<file path="src/rtl/bpfc_pkg.sv">
`timescale 1ns / 1ps

package bpfc_pkg;

  localparam int SAMPLE_W    = 24;
  localparam int IDX_W       = 12;
  localparam int LEN_W       = 13;
  localparam int GAIN_W      = 16;
  localparam int OP_W        = 2;
  localparam int CFG_W       = 16;
  localparam int CFG_IDX_W   = 1;
  localparam int MUL_W       = 25;
  localparam int DIGIT_W     = 24;
  localparam int ROUND_SHIFT = 38;

  localparam logic [OP_W-1:0] OP_PUSH  = 2'd0;
  localparam logic [OP_W-1:0] OP_COEF  = 2'd1;
  localparam logic [OP_W-1:0] OP_CLEAR = 2'd2;

  localparam logic [CFG_IDX_W-1:0] CFG_IR_LENGTH = 1'b0;
  localparam logic [CFG_IDX_W-1:0] CFG_GAIN      = 1'b1;

  localparam logic [LEN_W-1:0]  IR_LENGTH_RST = 13'd1;
  localparam logic [GAIN_W-1:0] GAIN_RST      = 16'd32768;

  localparam logic signed [SAMPLE_W-1:0] POS_MAX = 24'sh7FFFFF;
  localparam logic signed [SAMPLE_W-1:0] NEG_MIN = 24'sh800000;

  typedef struct packed {
    logic [OP_W-1:0]            operation;
    logic signed [SAMPLE_W-1:0] sample;
    logic [IDX_W-1:0]           coeff_index;
    logic signed [SAMPLE_W-1:0] coeff_value;
  } in_item_t;

  typedef struct packed {
    logic signed [SAMPLE_W-1:0] out_sample;
    logic                       block_last;
  } out_item_t;

  // control of the shared multiply-accumulate unit
  typedef struct packed {
    logic clr;
    logic en;
    logic horner;
  } mac_ctrl_t;

endpackage

</file>
<file path="src/rtl/bpfc_mac.sv">
`timescale 1ns / 1ps

module bpfc_mac import bpfc_pkg::*; #(
  parameter int ACC_W = 89
) (
  input  logic                    clk,
  input  logic                    rst_n,
  input  mac_ctrl_t               ctrl,
  input  logic signed [MUL_W-1:0] a_in,
  input  logic signed [MUL_W-1:0] b_in,
  output logic signed [ACC_W-1:0] acc
);

  logic signed [2*MUL_W-1:0] prod_r;
  logic                      en_d_r;
  logic                      horner_d_r;
  logic signed [ACC_W-1:0]   acc_r;
  logic signed [ACC_W-1:0]   acc_nxt;

  always_ff @(posedge clk) begin
    if (!rst_n) begin
      en_d_r     <= 1'b0;
      horner_d_r <= 1'b0;
    end else begin
      en_d_r     <= ctrl.en;
      horner_d_r <= ctrl.horner;
    end
  end

  always_ff @(posedge clk) begin
    if (ctrl.en) begin
      prod_r <= a_in * b_in;
    end
    acc_r <= acc_nxt;
  end

  // horner mode shifts the partial result up one digit before adding
  always_comb begin
    acc_nxt = acc_r;
    if (ctrl.clr) begin
      acc_nxt = '0;
    end else if (en_d_r) begin
      if (horner_d_r) begin
        acc_nxt = (acc_r <<< DIGIT_W) + ACC_W'(prod_r);
      end else begin
        acc_nxt = acc_r + ACC_W'(prod_r);
      end
    end
  end

  assign acc = acc_r;

endmodule

</file>
<file path="config.mk">
export PLATFORM = sky130hd
export DESIGN_NAME = bpfc_mac
export DESIGN_NICKNAME = d
export VERILOG_FILES = /design/src/rtl/bpfc_pkg.sv /design/src/rtl/bpfc_mac.sv
export SDC_FILE = /design/constraint.sdc
export NUM_CORES = 2
export LEC_CHECK = 0
export BUFFER_PORTS_ARGS = -buffer_cell sky130_fd_sc_hd__buf_2
export CORE_MARGIN = 1
export CORE_UTILIZATION = 40
export CTS_CLUSTER_SIZE = 40
export DETAILED_ROUTE_END_ITERATION = 16
export GPL_ROUTABILITY_DRIVEN = 1
export GPL_TIMING_DRIVEN = 0
export RECOVER_POWER = 50
export SETUP_SLACK_MARGIN = 0.05
export SYNTH_ARGS = -nofsm -noshare
export SYNTH_HDL_FRONTEND = slang
export SYNTH_SLANG_ARGS = --single-unit
export TNS_END_PERCENT = 20
</file>
<file path="constraint.sdc">
create_clock -name clk -period 15.24 [get_ports clk]
set_input_delay 1.524 -clock clk [delete_from_list [all_inputs] [get_ports clk]]
set_output_delay 1.524 -clock clk [all_outputs]
set_load 0.005 [all_outputs]
</file>
## Yosys cells after proc, flatten, opt, wreduce, memory -nomap -nowiden

Index checks and enable logic that the tools add are counted.

| storage, ports and cells | value |
|---|---|
| register bits after elaboration | 141 |
| latch bits | 0 |
| bits in writable memories | 0 |
| memory bits (read-only) | 0 |
| bits of input ports | 55 |
| output and inout bits | 89 |
| logic and storage cells | 8 |
| memories | 0 |

| cells by class | value |
|---|---|
| add/sub/neg operators | 2 |
| multiply operators | 1 |
| div/mod/pow operators | 0 |
| magnitude comparators | 0 |
| equal/unequal tests | 0 |
| shifts and indexed selects | 0 |
| mux-type cells | 1 |
| bitwise operators | 0 |
| reduce and logical (&&, ||, !) cells | 0 |

Operators with widths:

| operator | count |
|---|---|
| adder 89 x 50 -> 89 bit | 2 |
| 2-to-1 mux 89 bit | 1 |
| multiplier 25 x 25 -> 50 bit | 1 |

## Logic depth before layout (Yosys ltp)

| depth | value |
|---|---|
| depth in word-level cells | 2 |
| mapped depth | 28 |
| gate-level depth less buffers | 27 |

## Worst setup path after synthesis

OpenSTA, ideal clock, no wires.

| path | value |
|---|---|
| path kind | input port to flip-flop |
| from | input a_in[24] |
| to | register prod_r[48], data pin |
| library setup time | 262 ps |
| arrival time | 8,144 ps |
| data required time | 14,978 ps |
| path slack | 6,833 ps |
| stages | 21 |
| path buffers | 1 |
| cells stage by stage | clkbuf_1 > and2_1 > fa_1 > fa_1 > inv_1 > fa_1 > inv_1 > fa_1 > fa_1 > fa_1 > fa_1 > ha_1 > a21oi_1 > nor2b_1 > o21ai_0 > nand2b_1 > a211oi_1 > a21oi_1 > a2111oi_0 > a21oi_1 > xor2_1 |

| on the way | value |
|---|---|
| longest elaborated chain between the ends | 1 |

RTL lines:

| what | line | source |
|---|---|---|
| from (decl) | bpfc_mac.sv:9 | `input logic signed [MUL_W-1:0] a_in,` |
| multiplier 25 x 25 -> 50 bit | bpfc_mac.sv:32 | `prod_r <= a_in * b_in;` |
| to (signal assigned) | bpfc_mac.sv:32 |  |
| to (decl) | bpfc_mac.sv:14 | `logic signed [2*MUL_W-1:0] prod_r;` |

No other way between the ends.
A chain may end at the register's enable or synchronous reset.

## Worst setup path in the final report

| path | value |
|---|---|
| from | input b_in[16] |
| to | register prod_r[49], data pin |

| on the way | value |
|---|---|
| longest elaborated chain between the ends | 1 |

RTL lines:

| what | line | source |
|---|---|---|
| from (decl) | bpfc_mac.sv:10 | `input logic signed [MUL_W-1:0] b_in,` |
| multiplier 25 x 25 -> 50 bit | bpfc_mac.sv:32 |  |

No other way between the ends.

==> run metrics <==
H-tree depth=4; WP data required=15,480 ps; Post-CTS Hold Buffers=0; Num CTS Buffers=17; routed vias=31,790; die area=0.09290 mm2; post-DR wirelength/cell=23.86 um; sequential area share after synthesis=0.09061; ys flop type=dfxtp_1; Synthesized Nets=5,260; Die H=304.8 um; CP Capture Type=flip-flop; layout cells sized above 1=0.04165; endpoints failing setup=0; DRC viols=0; number of iterations in the first detailed-routing pass=6; Hold Fails Final Rpt=0; Root Buffer=clkbuf_16; Fillers=between 9,000 and 10,000; maxcap violations=1; Startpoint Class=primary input; Tmin final=9904 ps; main area contributors after synthesis=fa_1, ha_1, inv_1; CTS Sinks=roughly 140; cell taking the most area after synthesis=fa_1; fin crit share=0.6498; first-pass GRT wire length=200.2 mm; critical path class=in -> reg; RePlAce Congestion=0.9952; Setup Fix Bufs, Post-CTS=0; Area growth syn-to-layout=7.707%; crit path DAT=10,140 ps; CTS tree=yes; Core Area=0.09042 mm2; initial antenna violation count=4; Post-Synthesis Cells=roughly 4,300; synthesized area=approximately 0.037 mm2; Slew headroom=-0.8957; initial core utilization=0.4056; antenna viol nets, final=0; clock-pin slew of the registers on the worst-case setup and hold paths=~70 ps; Post-synth EDFFs=50; clock latency on the worst-skew pair=470 ps; Final Max Slew Viols=52; # rows=110; fmax=just over 0.1 GHz; worst-margin pin slew=2844 ps; CTS resizes=0; worst-path maximum fanout=10; HPWL Detailed=about 110 mm; top post-synthesis cells by count=inv_1, fa_1, nand2_1, and2_1, ha_1; number of global-route vias before repair=about 31,000; most frequent cell after synthesis=inv_1; Ys Warns=0; overflow left after global routing=0; deepest clock path buffer count=2; Tightest Hold Check Type=reg -> reg; Port Buffers=140; failing checks=capacitance limit, slew limit; setup_tns=0 ps; number of DRC markers in iteration 0=2,931; Die X-Extent=around 300 um; I/O pin cnt=144; Clock Skew=16.49 ps; vias per cell=5.657; pin count of the biggest net entering global routing=52; RSZ-0062 raised after global routing=false; Mean Syn Cell Area=between 8 and 9 um2; top cell type's share of synthesized area=0.3603; status=complete, but fails checks; WL final=134.1 mm; GRT Util Overall=0.2889; async set or reset register ratio after synthesis=0; NumNets Final=5,422; post-synthesis register bit count=about 140; Synth cell types=83
## through the flow
stage               setup slack (ps)    util  instance area, um2  cells  hold WS, ps
finish                          5336  0.4368               39500   5620        504.4
floorplan                       6834       -               36680   4267        484.5
global route                    4929  0.4368               39500   5618        530.2
global placement                4864  0.4296               38850   5583        494.5
CTS                             5526  0.4373               39540   5618        510.0
detailed placement              5053  0.4304               38920   5586        501.1
## placed cells by master, fill, tap and decap left out, types with 17 or more instances in the layout
| cell | count |
|---|---|
| a211oi_1 | 49 |
| a21o_1 | 91 |
| a21oi_1 | 237 |
| a311oi_1 | 17 |
| a31oi_1 | 23 |
| and2_1 | 312 |
| and3_1 | 25 |
| buf_2 | 109 |
| clkbuf_1 | 230 |
| clkbuf_16 | 18 |
| dfxtp_1 | 91 |
| edfxtp_1 | 50 |
| fa_1 | 660 |
| ha_1 | 278 |
| inv_1 | 676 |
| nand2_1 | 504 |
| nand2b_1 | 27 |
| nand3_1 | 39 |
| nand4_1 | 37 |
| nor2_1 | 200 |
| nor2b_1 | 41 |
| nor3_1 | 44 |
| o211ai_1 | 31 |
| o21a_1 | 27 |
| o21ai_0 | 170 |
| o21bai_1 | 47 |
| o31ai_1 | 17 |
| or3_1 | 18 |
| xnor2_1 | 133 |
| xor2_1 | 52 |
## final cells by class
cell class                 instances  area (um2)  share of cell area
multi-input combinational       3242       30030              0.7602
sequential                       141        3323             0.08413
inverter                         677        2541             0.06433
tap                             1176        1471             0.03725
buffer                           207       783.3             0.01983
timing repair buffer             143       726.9             0.01840
clock buffer                      20       478.0             0.01210
clock inverter                    12       143.9            0.003643
antenna                            2       5.005           0.0001267
## worst max-delay path, cell delays in order
cell      delay, ps
clkbuf_1        640
clkbuf_1        680
nand2_1         170
fa_1            570
inv_1            50
fa_1            500
inv_1            50
fa_1            520
inv_1            50
fa_1            490
fa_1            430
fa_1            490
inv_1            50
fa_1            500
inv_1            50
ha_1            380
nand4_1         280
nor3b_1         320
nor4b_1         490
nor2_1          270
o311a_1         490
o21a_1          250
o31ai_1         360
a21oi_1         140
xnor2_1         360
## sequential cells by signal, summed over array words and instances, names as in the netlist
| signal | cells |
|---|---|
| en_d_r | 1 |
| acc | 89 |
| prod_r | 50 |
| horner_d_r | 1 |
## path summary, 6_finish.rpt
path	startpoint	endpoint	slack (ps)	cells past startpoint
worst max-delay path	b_in[16]	prod_r[49]	5340	25
worst min register to register	acc[61]	acc[61]	500	2
worst max register to register	prod_r[49]	acc[80]	10170	14
worst min-delay path	acc[61]	acc[61]	500	2
## routing by layer
metal,share of wire,GRT usage,vias to the layer above,routed length (um)
met5,0,0,-,0
met4,0.044,0.1119,0,5862
met3,0.088,0.04715,269,11820
met2,0.44,0.4526,1491,59490
met1,0.42,0.3991,15900,56940
li1,-,-,14140,-
## cells by family after synthesis
| kind of cell | count (synthesis) | synth area share |
|---|---|---|
| muxes | 19 | 0.005288 |
| adders and majority gates | 938 | 0.4551 |
| buffers and inverters | 884 | 0.09064 |
| and+or+nand+nor | 1279 | 0.1686 |
| AOI/OAI and AO/OA | 821 | 0.1456 |
| DFF | 141 | 0.09061 |
| xor gates and xnor gates | 185 | 0.04418 |
Power is left out: the tool's default activity adds up to more than one toggle a clock period on the data nets, which glitch-free logic cannot reach.
