==> src/rtl/bpfc_pkg.sv <==
`timescale 1ns / 1ps

package bpfc_pkg;

  localparam int SAMPLE_W    = 24;
  localparam int IDX_W       = 12;
  localparam int LEN_W       = 13;
  localparam int GAIN_W      = 16;
  localparam int OP_W        = 2;
  localparam int CFG_W       = 16;
  localparam int CFG_IDX_W   = 1;
  localparam int MUL_W       = 25;
  localparam int DIGIT_W     = 24;
  localparam int ROUND_SHIFT = 38;

  localparam logic [OP_W-1:0] OP_PUSH  = 2'd0;
  localparam logic [OP_W-1:0] OP_COEF  = 2'd1;
  localparam logic [OP_W-1:0] OP_CLEAR = 2'd2;

  localparam logic [CFG_IDX_W-1:0] CFG_IR_LENGTH = 1'b0;
  localparam logic [CFG_IDX_W-1:0] CFG_GAIN      = 1'b1;

  localparam logic [LEN_W-1:0]  IR_LENGTH_RST = 13'd1;
  localparam logic [GAIN_W-1:0] GAIN_RST      = 16'd32768;

  localparam logic signed [SAMPLE_W-1:0] POS_MAX = 24'sh7FFFFF;
  localparam logic signed [SAMPLE_W-1:0] NEG_MIN = 24'sh800000;

  typedef struct packed {
    logic [OP_W-1:0]            operation;
    logic signed [SAMPLE_W-1:0] sample;
    logic [IDX_W-1:0]           coeff_index;
    logic signed [SAMPLE_W-1:0] coeff_value;
  } in_item_t;

  typedef struct packed {
    logic signed [SAMPLE_W-1:0] out_sample;
    logic                       block_last;
  } out_item_t;

  // control of the shared multiply-accumulate unit
  typedef struct packed {
    logic clr;
    logic en;
    logic horner;
  } mac_ctrl_t;

endpackage

==> src/rtl/bpfc_blkbuf.sv <==
`timescale 1ns / 1ps

module bpfc_blkbuf import bpfc_pkg::*; #(
  parameter int DEPTH = 64
) (
  input  logic                             clk,
  input  logic                             wr_en,
  input  logic [$clog2(DEPTH)-1:0]         wr_addr,
  input  logic signed [SAMPLE_W-1:0]       wr_data,
  input  logic                             rd_en,
  input  logic [$clog2(DEPTH)-1:0]         rd_addr,
  output logic signed [SAMPLE_W-1:0]       rd_data
);

  logic signed [SAMPLE_W-1:0] mem [DEPTH];
  logic signed [SAMPLE_W-1:0] rd_data_r;

  always_ff @(posedge clk) begin
    if (wr_en) begin
      mem[wr_addr] <= wr_data;
    end
    if (rd_en) begin
      rd_data_r <= mem[rd_addr];
    end
  end

  assign rd_data = rd_data_r;

endmodule

==> config.mk <==
export PLATFORM = sky130hd
export DESIGN_NAME = bpfc_blkbuf
export DESIGN_NICKNAME = d
export VERILOG_FILES = /design/src/rtl/bpfc_pkg.sv /design/src/rtl/bpfc_blkbuf.sv
export SDC_FILE = /design/constraint.sdc
export NUM_CORES = 1
export LEC_CHECK = 0
export BUFFER_PORTS_ARGS = -buffer_cell sky130_fd_sc_hd__buf_2
export CAP_MARGIN = 10
export CELL_PAD_IN_SITES_DETAIL_PLACEMENT = 2
export CELL_PAD_IN_SITES_GLOBAL_PLACEMENT = 2
export CORE_MARGIN = 4
export CORE_UTILIZATION = 55
export DETAILED_ROUTE_END_ITERATION = 12
export PLACE_DENSITY = 0.95
export SLEW_MARGIN = 30
export SYNTH_ARGS = -nofsm -noshare
export SYNTH_HDL_FRONTEND = slang
export SYNTH_SLANG_ARGS = --single-unit
==> constraint.sdc <==
create_clock -name clk -period 8.59 [get_ports clk]
set_input_delay 1.718 -clock clk [delete_from_list [all_inputs] [get_ports clk]]
set_output_delay 1.718 -clock clk [all_outputs]
set_load 0.05 [all_outputs]
==> results of run 1 <==
==> kinds of logic after synthesis <==
family	share of synthesized area [%]
buffers and inverters	1.305
DFF	78.68
and+or+nand+nor	1.551
muxes	16.03
AOI/OAI and AO/OA	2.432
==> through the flow <==
step / worst slack, ns / hold slack, ns
floorplan: 4.275 / 0.8493
global placement: 3.500 / 0.8893
==> impl_metrics.ini, run 1 <==
[logic_synthesis]
yosysTopAreaCell = edfxtp_1
syn_nets = 2649
synth.distinct_cells = 39
synth.ff_latch_count = 1560
avgSynthCellArea_um2 = 22.81
synthFlopType = edfxtp_1
synthArstFlopShare_pct = 0
ys_seq_area_share_pct = 78.68
yosysWarnings = 0
yosysTopAreaCellShare_pct = 78.68
syn_area_um2 = 59540
yosysMostFrequentCell = edfxtp_1
synth_common_cells = edfxtp_1, mux4_2, mux2i_1
synth_edf_count = 1560
postSynthCellCount = 2610
synthTopCellsByArea = edfxtp_1, mux4_2, mux2i_1

[run_status]
stop_error = [ERROR DPL-0033] detailed placement checks failed during check placement.
status = stopped before the end
failed_stage = detailed placement

[floorplan]
initial_core_util_pct = 55.54
io_pins = 63
rows = 120
die_h_um = 337.0
fp.dieW_um = 337.0

[place]
dp_hpwl_um = 137500
gp_congestion = 0.8242
portBuffers = 62
==> run 2, diff against run 1 <==
--- a/config.mk
+++ b/config.mk
@@ -7,12 +7,10 @@
 export LEC_CHECK = 0
 export BUFFER_PORTS_ARGS = -buffer_cell sky130_fd_sc_hd__buf_2
 export CAP_MARGIN = 10
-export CELL_PAD_IN_SITES_DETAIL_PLACEMENT = 2
-export CELL_PAD_IN_SITES_GLOBAL_PLACEMENT = 2
 export CORE_MARGIN = 4
-export CORE_UTILIZATION = 55
+export CORE_UTILIZATION = 40
 export DETAILED_ROUTE_END_ITERATION = 12
-export PLACE_DENSITY = 0.95
+export PLACE_DENSITY_LB_ADDON = 0.15
 export SLEW_MARGIN = 30
 export SYNTH_ARGS = -nofsm -noshare
 export SYNTH_HDL_FRONTEND = slang
==> impl_metrics.ini, run 2 <==
[detailed_routing]
vias = 28378
drt-pass1-iter-count = 5
wire_per_inst_um = 33.66
drc = 0
drt_wl_total_um = 163300
viasPerCell = 5.848
drtIter0Drc = 3382
postRouteAntennaNets = 0

[floorplan]
rows = 141
io_pins = 63
die_h_um = 393.8
dieArea_um2 = 155100
fp.dieW_um = 393.8
coreArea_um2 = 147800
initial_core_util_pct = 40.27

[logic_synthesis]
synth_common_cells = edfxtp_1, mux4_2, mux2i_1
yosysMostFrequentCell = edfxtp_1
syn_area_um2 = 59540
synthTopCellsByArea = edfxtp_1, mux4_2, mux2i_1
synth_edf_count = 1560
synth.distinct_cells = 39
yosysTopAreaCellShare_pct = 78.68
synth.ff_latch_count = 1560
yosysTopAreaCell = edfxtp_1
syn_nets = 2649
synthFlopType = edfxtp_1
avgSynthCellArea_um2 = 22.81
postSynthCellCount = 2610
synthArstFlopShare_pct = 0
ys_seq_area_share_pct = 78.68
yosysWarnings = 0

[critical_path]
worstPathMaxFanout = 58
cp-end-kind = flip-flop
rrSetupSlack_ns = 6.19
crit_required_ns = 9.13
crit_type = input port to flip-flop
crit_arrival_ns = 4.93
start_kind = input port

[sta]
hold_viol_final = 0
period_share_pct = 51.13
clock_skew_ns = 0.03432
final_max_slew_viol_count = 0
fin_ws_ns = 4.198
fin_crit_ns = 4.392
max_slew.worst_pin.slew_ns = 1.014
maxSlewHeadroom_pct = 32.40
timing.hold.ws_ns = 0.9342
rsz0062_at_grt = false
setup-violations-final = 0
setup_tns_ns = 0
clock.fmax_ghz = 0.2277

[cells_and_area]
nFillCells = 12235
final_common_cell = edfxtp_1
finalNetCount = 2833
top_register = mem
largest_reg_flops = 1536
layout-drive-gt1-share_pct = 29.73
final_cell_mix = edfxtp_1, mux4_2, clkbuf_16, buf_4, mux2i_1
fin_util_pct = 45.66
syn2layout_area_growth_pct = 13.38
final_cell_area_um2 = 67500

[cts]
cts_hold_buf = 0
cts_buffer_depth = 3
clk_latency_ns = 0.79
cts_root_buf = clkbuf_16
cts_setup_buffers = 0
clk_pin_slew_ns = 0.06
cts-resized-gates = 0
cts_buffers = 154
cts_tree = done
htreeDepth = 4
clock_sinks = 1560

[pwr]
leakagePower_nw = 21.02
ir_drop_mv = 0.2237
cellPowerDensity_nw_per_um2 = 235.5

[run_status]
status = complete, no violations

[global_route]
grt.total_usage_pct = 20.93
grt_overflow = 0
grt_pass1_wl_um = 227500
antenna_found_initial = 15
grt_max_degree = 123
grt_pass1_vias = 28431

[place]
postPlaceCellArea_um2 = 62600
portBuffers = 62
pre_cts_ws_ns = 3.300
gp_congestion = 0.7807
dp_hpwl_um = 91510

[job]
drv_cap = 0

[min_path]
hp-class = flip-flop to flip-flop
run 2: cell counts after synthesis:
Identical to the previous run, type by type.
run 2: worst paths after layout:
path                                            start                     to  depth (start not counted)
worst min-delay path            mem[37][23]$_DFFE_PP_  rd_data[23]$_DFFE_PP_                          4
worst max-delay path                       rd_addr[0]   rd_data[4]$_DFFE_PP_                          7
worst max register to register   mem[31][8]$_DFFE_PP_   rd_data[8]$_DFFE_PP_                          4
worst min register to register  mem[37][23]$_DFFE_PP_  rd_data[23]$_DFFE_PP_                          4
run 2: logic make-up after synthesis:
kind of cell           count (synthesis)  share of synthesized area (%)
buffers and inverters                144                          1.305
DFF                                 1560                          78.68
muxes                                503                          16.03
AOI/OAI and AO/OA                    207                          2.432
and+or+nand+nor                      196                          1.551
run 2: per-stage QoR:
stage	instances	power, mW
6_report	4853	15.90
5_1_grt	4846	16.39
2_1_floorplan	2610	9.072
3_5_place_dp	4568	9.486
3_3_place_gp	4566	9.469
4_1_cts	4846	16.04
run 2: routing by layer:
metal / track usage, % / vias up / routed length [um]
met5: 0 / - / 49
met4: 5.561 / 8 / 3744
met3: 4.904 / 182 / 14410
met2: 31.91 / 1114 / 75070
met1: 30.55 / 15538 / 70080
li1: - / 11536 / -
run 2: area by class of cell:
cell class	count	area (um^2)	share of cell area [%]
sequential	1560	46840	69.40
multi-input combinational	906	12100	17.92
clock buffer	192	4103	6.078
tap	1930	2415	3.578
timing repair buffer	170	1232	1.826
clock inverter	86	780.7	1.157
antenna	7	17.52	0.02595
inverter	2	7.507	0.01112
run 2: critical path, stage by stage:
cell and delay [ns]:
buf_8 0.56, buf_4 0.63, and2_1 0.67, a221oi_1 0.23, a221oi_1 0.66, a31oi_1 0.16
o21a_1 0.19
run 2: power by group:
| group | leakage, nW | total (mW) | internal, mW | switching, mW |
|---|---|---|---|---|
| registers | 14.1 | 8.48 | 8.44 | 0.0352 |
| logic | 4.58 | 0.833 | 0.271 | 0.562 |
| clock network | 2.39 | 6.58 | 3.78 | 2.81 |
Power figures use the tool's default switching activity.
==> run 3, diff against run 2 <==
==> constraint.sdc (replaced) <==
create_clock -name clk -period 3.9 [get_ports clk]
set_input_delay 0.78 -clock clk [delete_from_list [all_inputs] [get_ports clk]]
set_output_delay 0.78 -clock clk [all_outputs]
set_load 0.05 [all_outputs]
==> impl_metrics.ini, run 3 (synthesis results as in run 2) <==
[sta]
max_slew.worst_pin.slew_ns = 1.006
clock_skew_ns = 0.02674
timing.hold.ws_ns = 0.4792
clock.fmax_ghz = 0.3089
final_max_slew_viol_count = 0
setup-violations-final = 0
maxSlewHeadroom_pct = 32.91
rsz0062_at_grt = false
fin_crit_ns = 3.237
hold_viol_final = 0
fin_ws_ns = 0.6630
period_share_pct = 83.00
setup_tns_ns = 0

[detailed_routing]
wire_per_inst_um = 31.99
drt_wl_total_um = 158600
viasPerCell = 5.783
drtIter0Drc = 2883
postRouteAntennaNets = 0
drt-pass1-iter-count = 5
drc = 0
vias = 28671

[floorplan]
coreArea_um2 = 147800
io_pins = 63
dieArea_um2 = 155100
fp.dieW_um = 393.8
rows = 141
die_h_um = 393.8
initial_core_util_pct = 40.27

[place]
gp_congestion = 0.7880
pre_cts_ws_ns = -0.1661
portBuffers = 62
dp_hpwl_um = 97300
postPlaceCellArea_um2 = 63550
dpl.cell_count = 4661

[critical_path]
r2r_end = rd_data[4]$_DFFE_PP_
crit_required_ns = 4.44
crit_type = input port to flip-flop
start_kind = input port
setup.worst_path.start = rd_addr[0]
crit_arrival_ns = 3.78
r2r_start = mem[54][4]$_DFFE_PP_
worstPathMaxFanout = 25
rrSetupSlack_ns = 1.20
reg2reg_depth = 6
cp-end-kind = flip-flop

[run_status]
status = complete, no violations

[pwr]
p_sw_share_pct = 21.49
p_switching_mw = 7.533
clkPwrFrac_pct = 41.5
internal_power_mw = 27.52
p_total_mw = 35.06
combPwrFrac_pct = 5.3
leakagePower_nw = 21.57
power_frac_seq_pct = 53.3
cellPowerDensity_nw_per_um2 = 511.6
ir_drop_mv = 0.4333

[cells_and_area]
final_common_cell = edfxtp_1
layout-drive-gt1-share_pct = 31.63
top_register = mem
fin_util_pct = 46.35
largest_reg_flops = 1536
finalNonFillerCells = 4958
final_cell_area_um2 = 68520
syn2layout_area_growth_pct = 15.10
final_cell_mix = edfxtp_1, mux4_2, buf_4, clkbuf_16, mux2i_1
finalNetCount = 2930

[cts]
clk_pin_slew_ns = 0.06
cts_setup_buffers = 0
cts_hold_buf = 0
htreeDepth = 4
clk_latency_ns = 0.80
cts_root_buf = clkbuf_16
cts_tree = done
cts_buffers = 158
clock_sinks = 1560
cts-resized-gates = 0
cts_buffer_depth = 3

[global_route]
grt_pass1_vias = 29418
grt_max_degree = 65
grt_pass1_wl_um = 224900
grt.total_usage_pct = 20.47
grt_overflow = 0
antenna_found_initial = 14

[min_path]
hold_depth = 1
hp-start = wr_data[13]
hp-class = input port to flip-flop
min_to = mem[35][13]$_DFFE_PP_

[job]
drv_cap = 0
## run 3: per-layer routing
layer | share of wire, % | up-vias | GRT usage (%)
met3 | 6.5 | 201 | 3.747
met4 | 2.0 | 8 | 5.025
li1 | - | 11756 | -
met5 | 0.035 | - | 0
met1 | 43 | 15694 | 29.35
met2 | 48 | 1012 | 32.78
## run 3: worst max-delay path, cell delays in order
cell and delay [ns]:
buf_8 0.28, buf_12 0.27, buf_12 0.25, and2b_1 0.56, a22oi_1 0.24, a221oi_1 0.87, buf_4 0.24, a31oi_1 0.04
o21a_1 0.11
## run 3: power groups by stage
| stage | clock (mW) | sequential [mW] | combinational [mW] |
|---|---|---|---|
| after detailed placement | 0 | 19.0 | 1.88 |
| after floorplan | 0 | 19.1 | 0.917 |
| final | 14.5 | 18.7 | 1.84 |
| after global placement | 0 | 19.0 | 1.84 |
| after global routing | 15.6 | 18.7 | 1.96 |
| after CTS | 14.9 | 18.7 | 1.88 |
## run 3: final cells by class
cell class	instances	area (um^2)
Tap cell	1930	2415
Sequential cell	1560	46840
Multi-Input combinational cell	906	12080
Timing Repair Buffer	263	2208
Inverter	2	7.507
Clock buffer	198	4168
Clock inverter	93	785.8
Fill cell	12199	79320
Antenna cell	6	15.01
## run 3: worst max-delay path by stage
stage,endpoint,slack (ns),cells after the start
2_1_floorplan,mem[48][0]$_DFFE_PP_,0.52,4
3_3_place_gp,rd_data[2]$_DFFE_PP_,-0.19,9
3_5_place_dp,rd_data[14]$_DFFE_PP_,-0.17,9
4_1_cts,rd_data[14]$_DFFE_PP_,0.69,9
5_1_grt,rd_data[4]$_DFFE_PP_,0.52,9
6_report,rd_data[14]$_DFFE_PP_,0.66,9
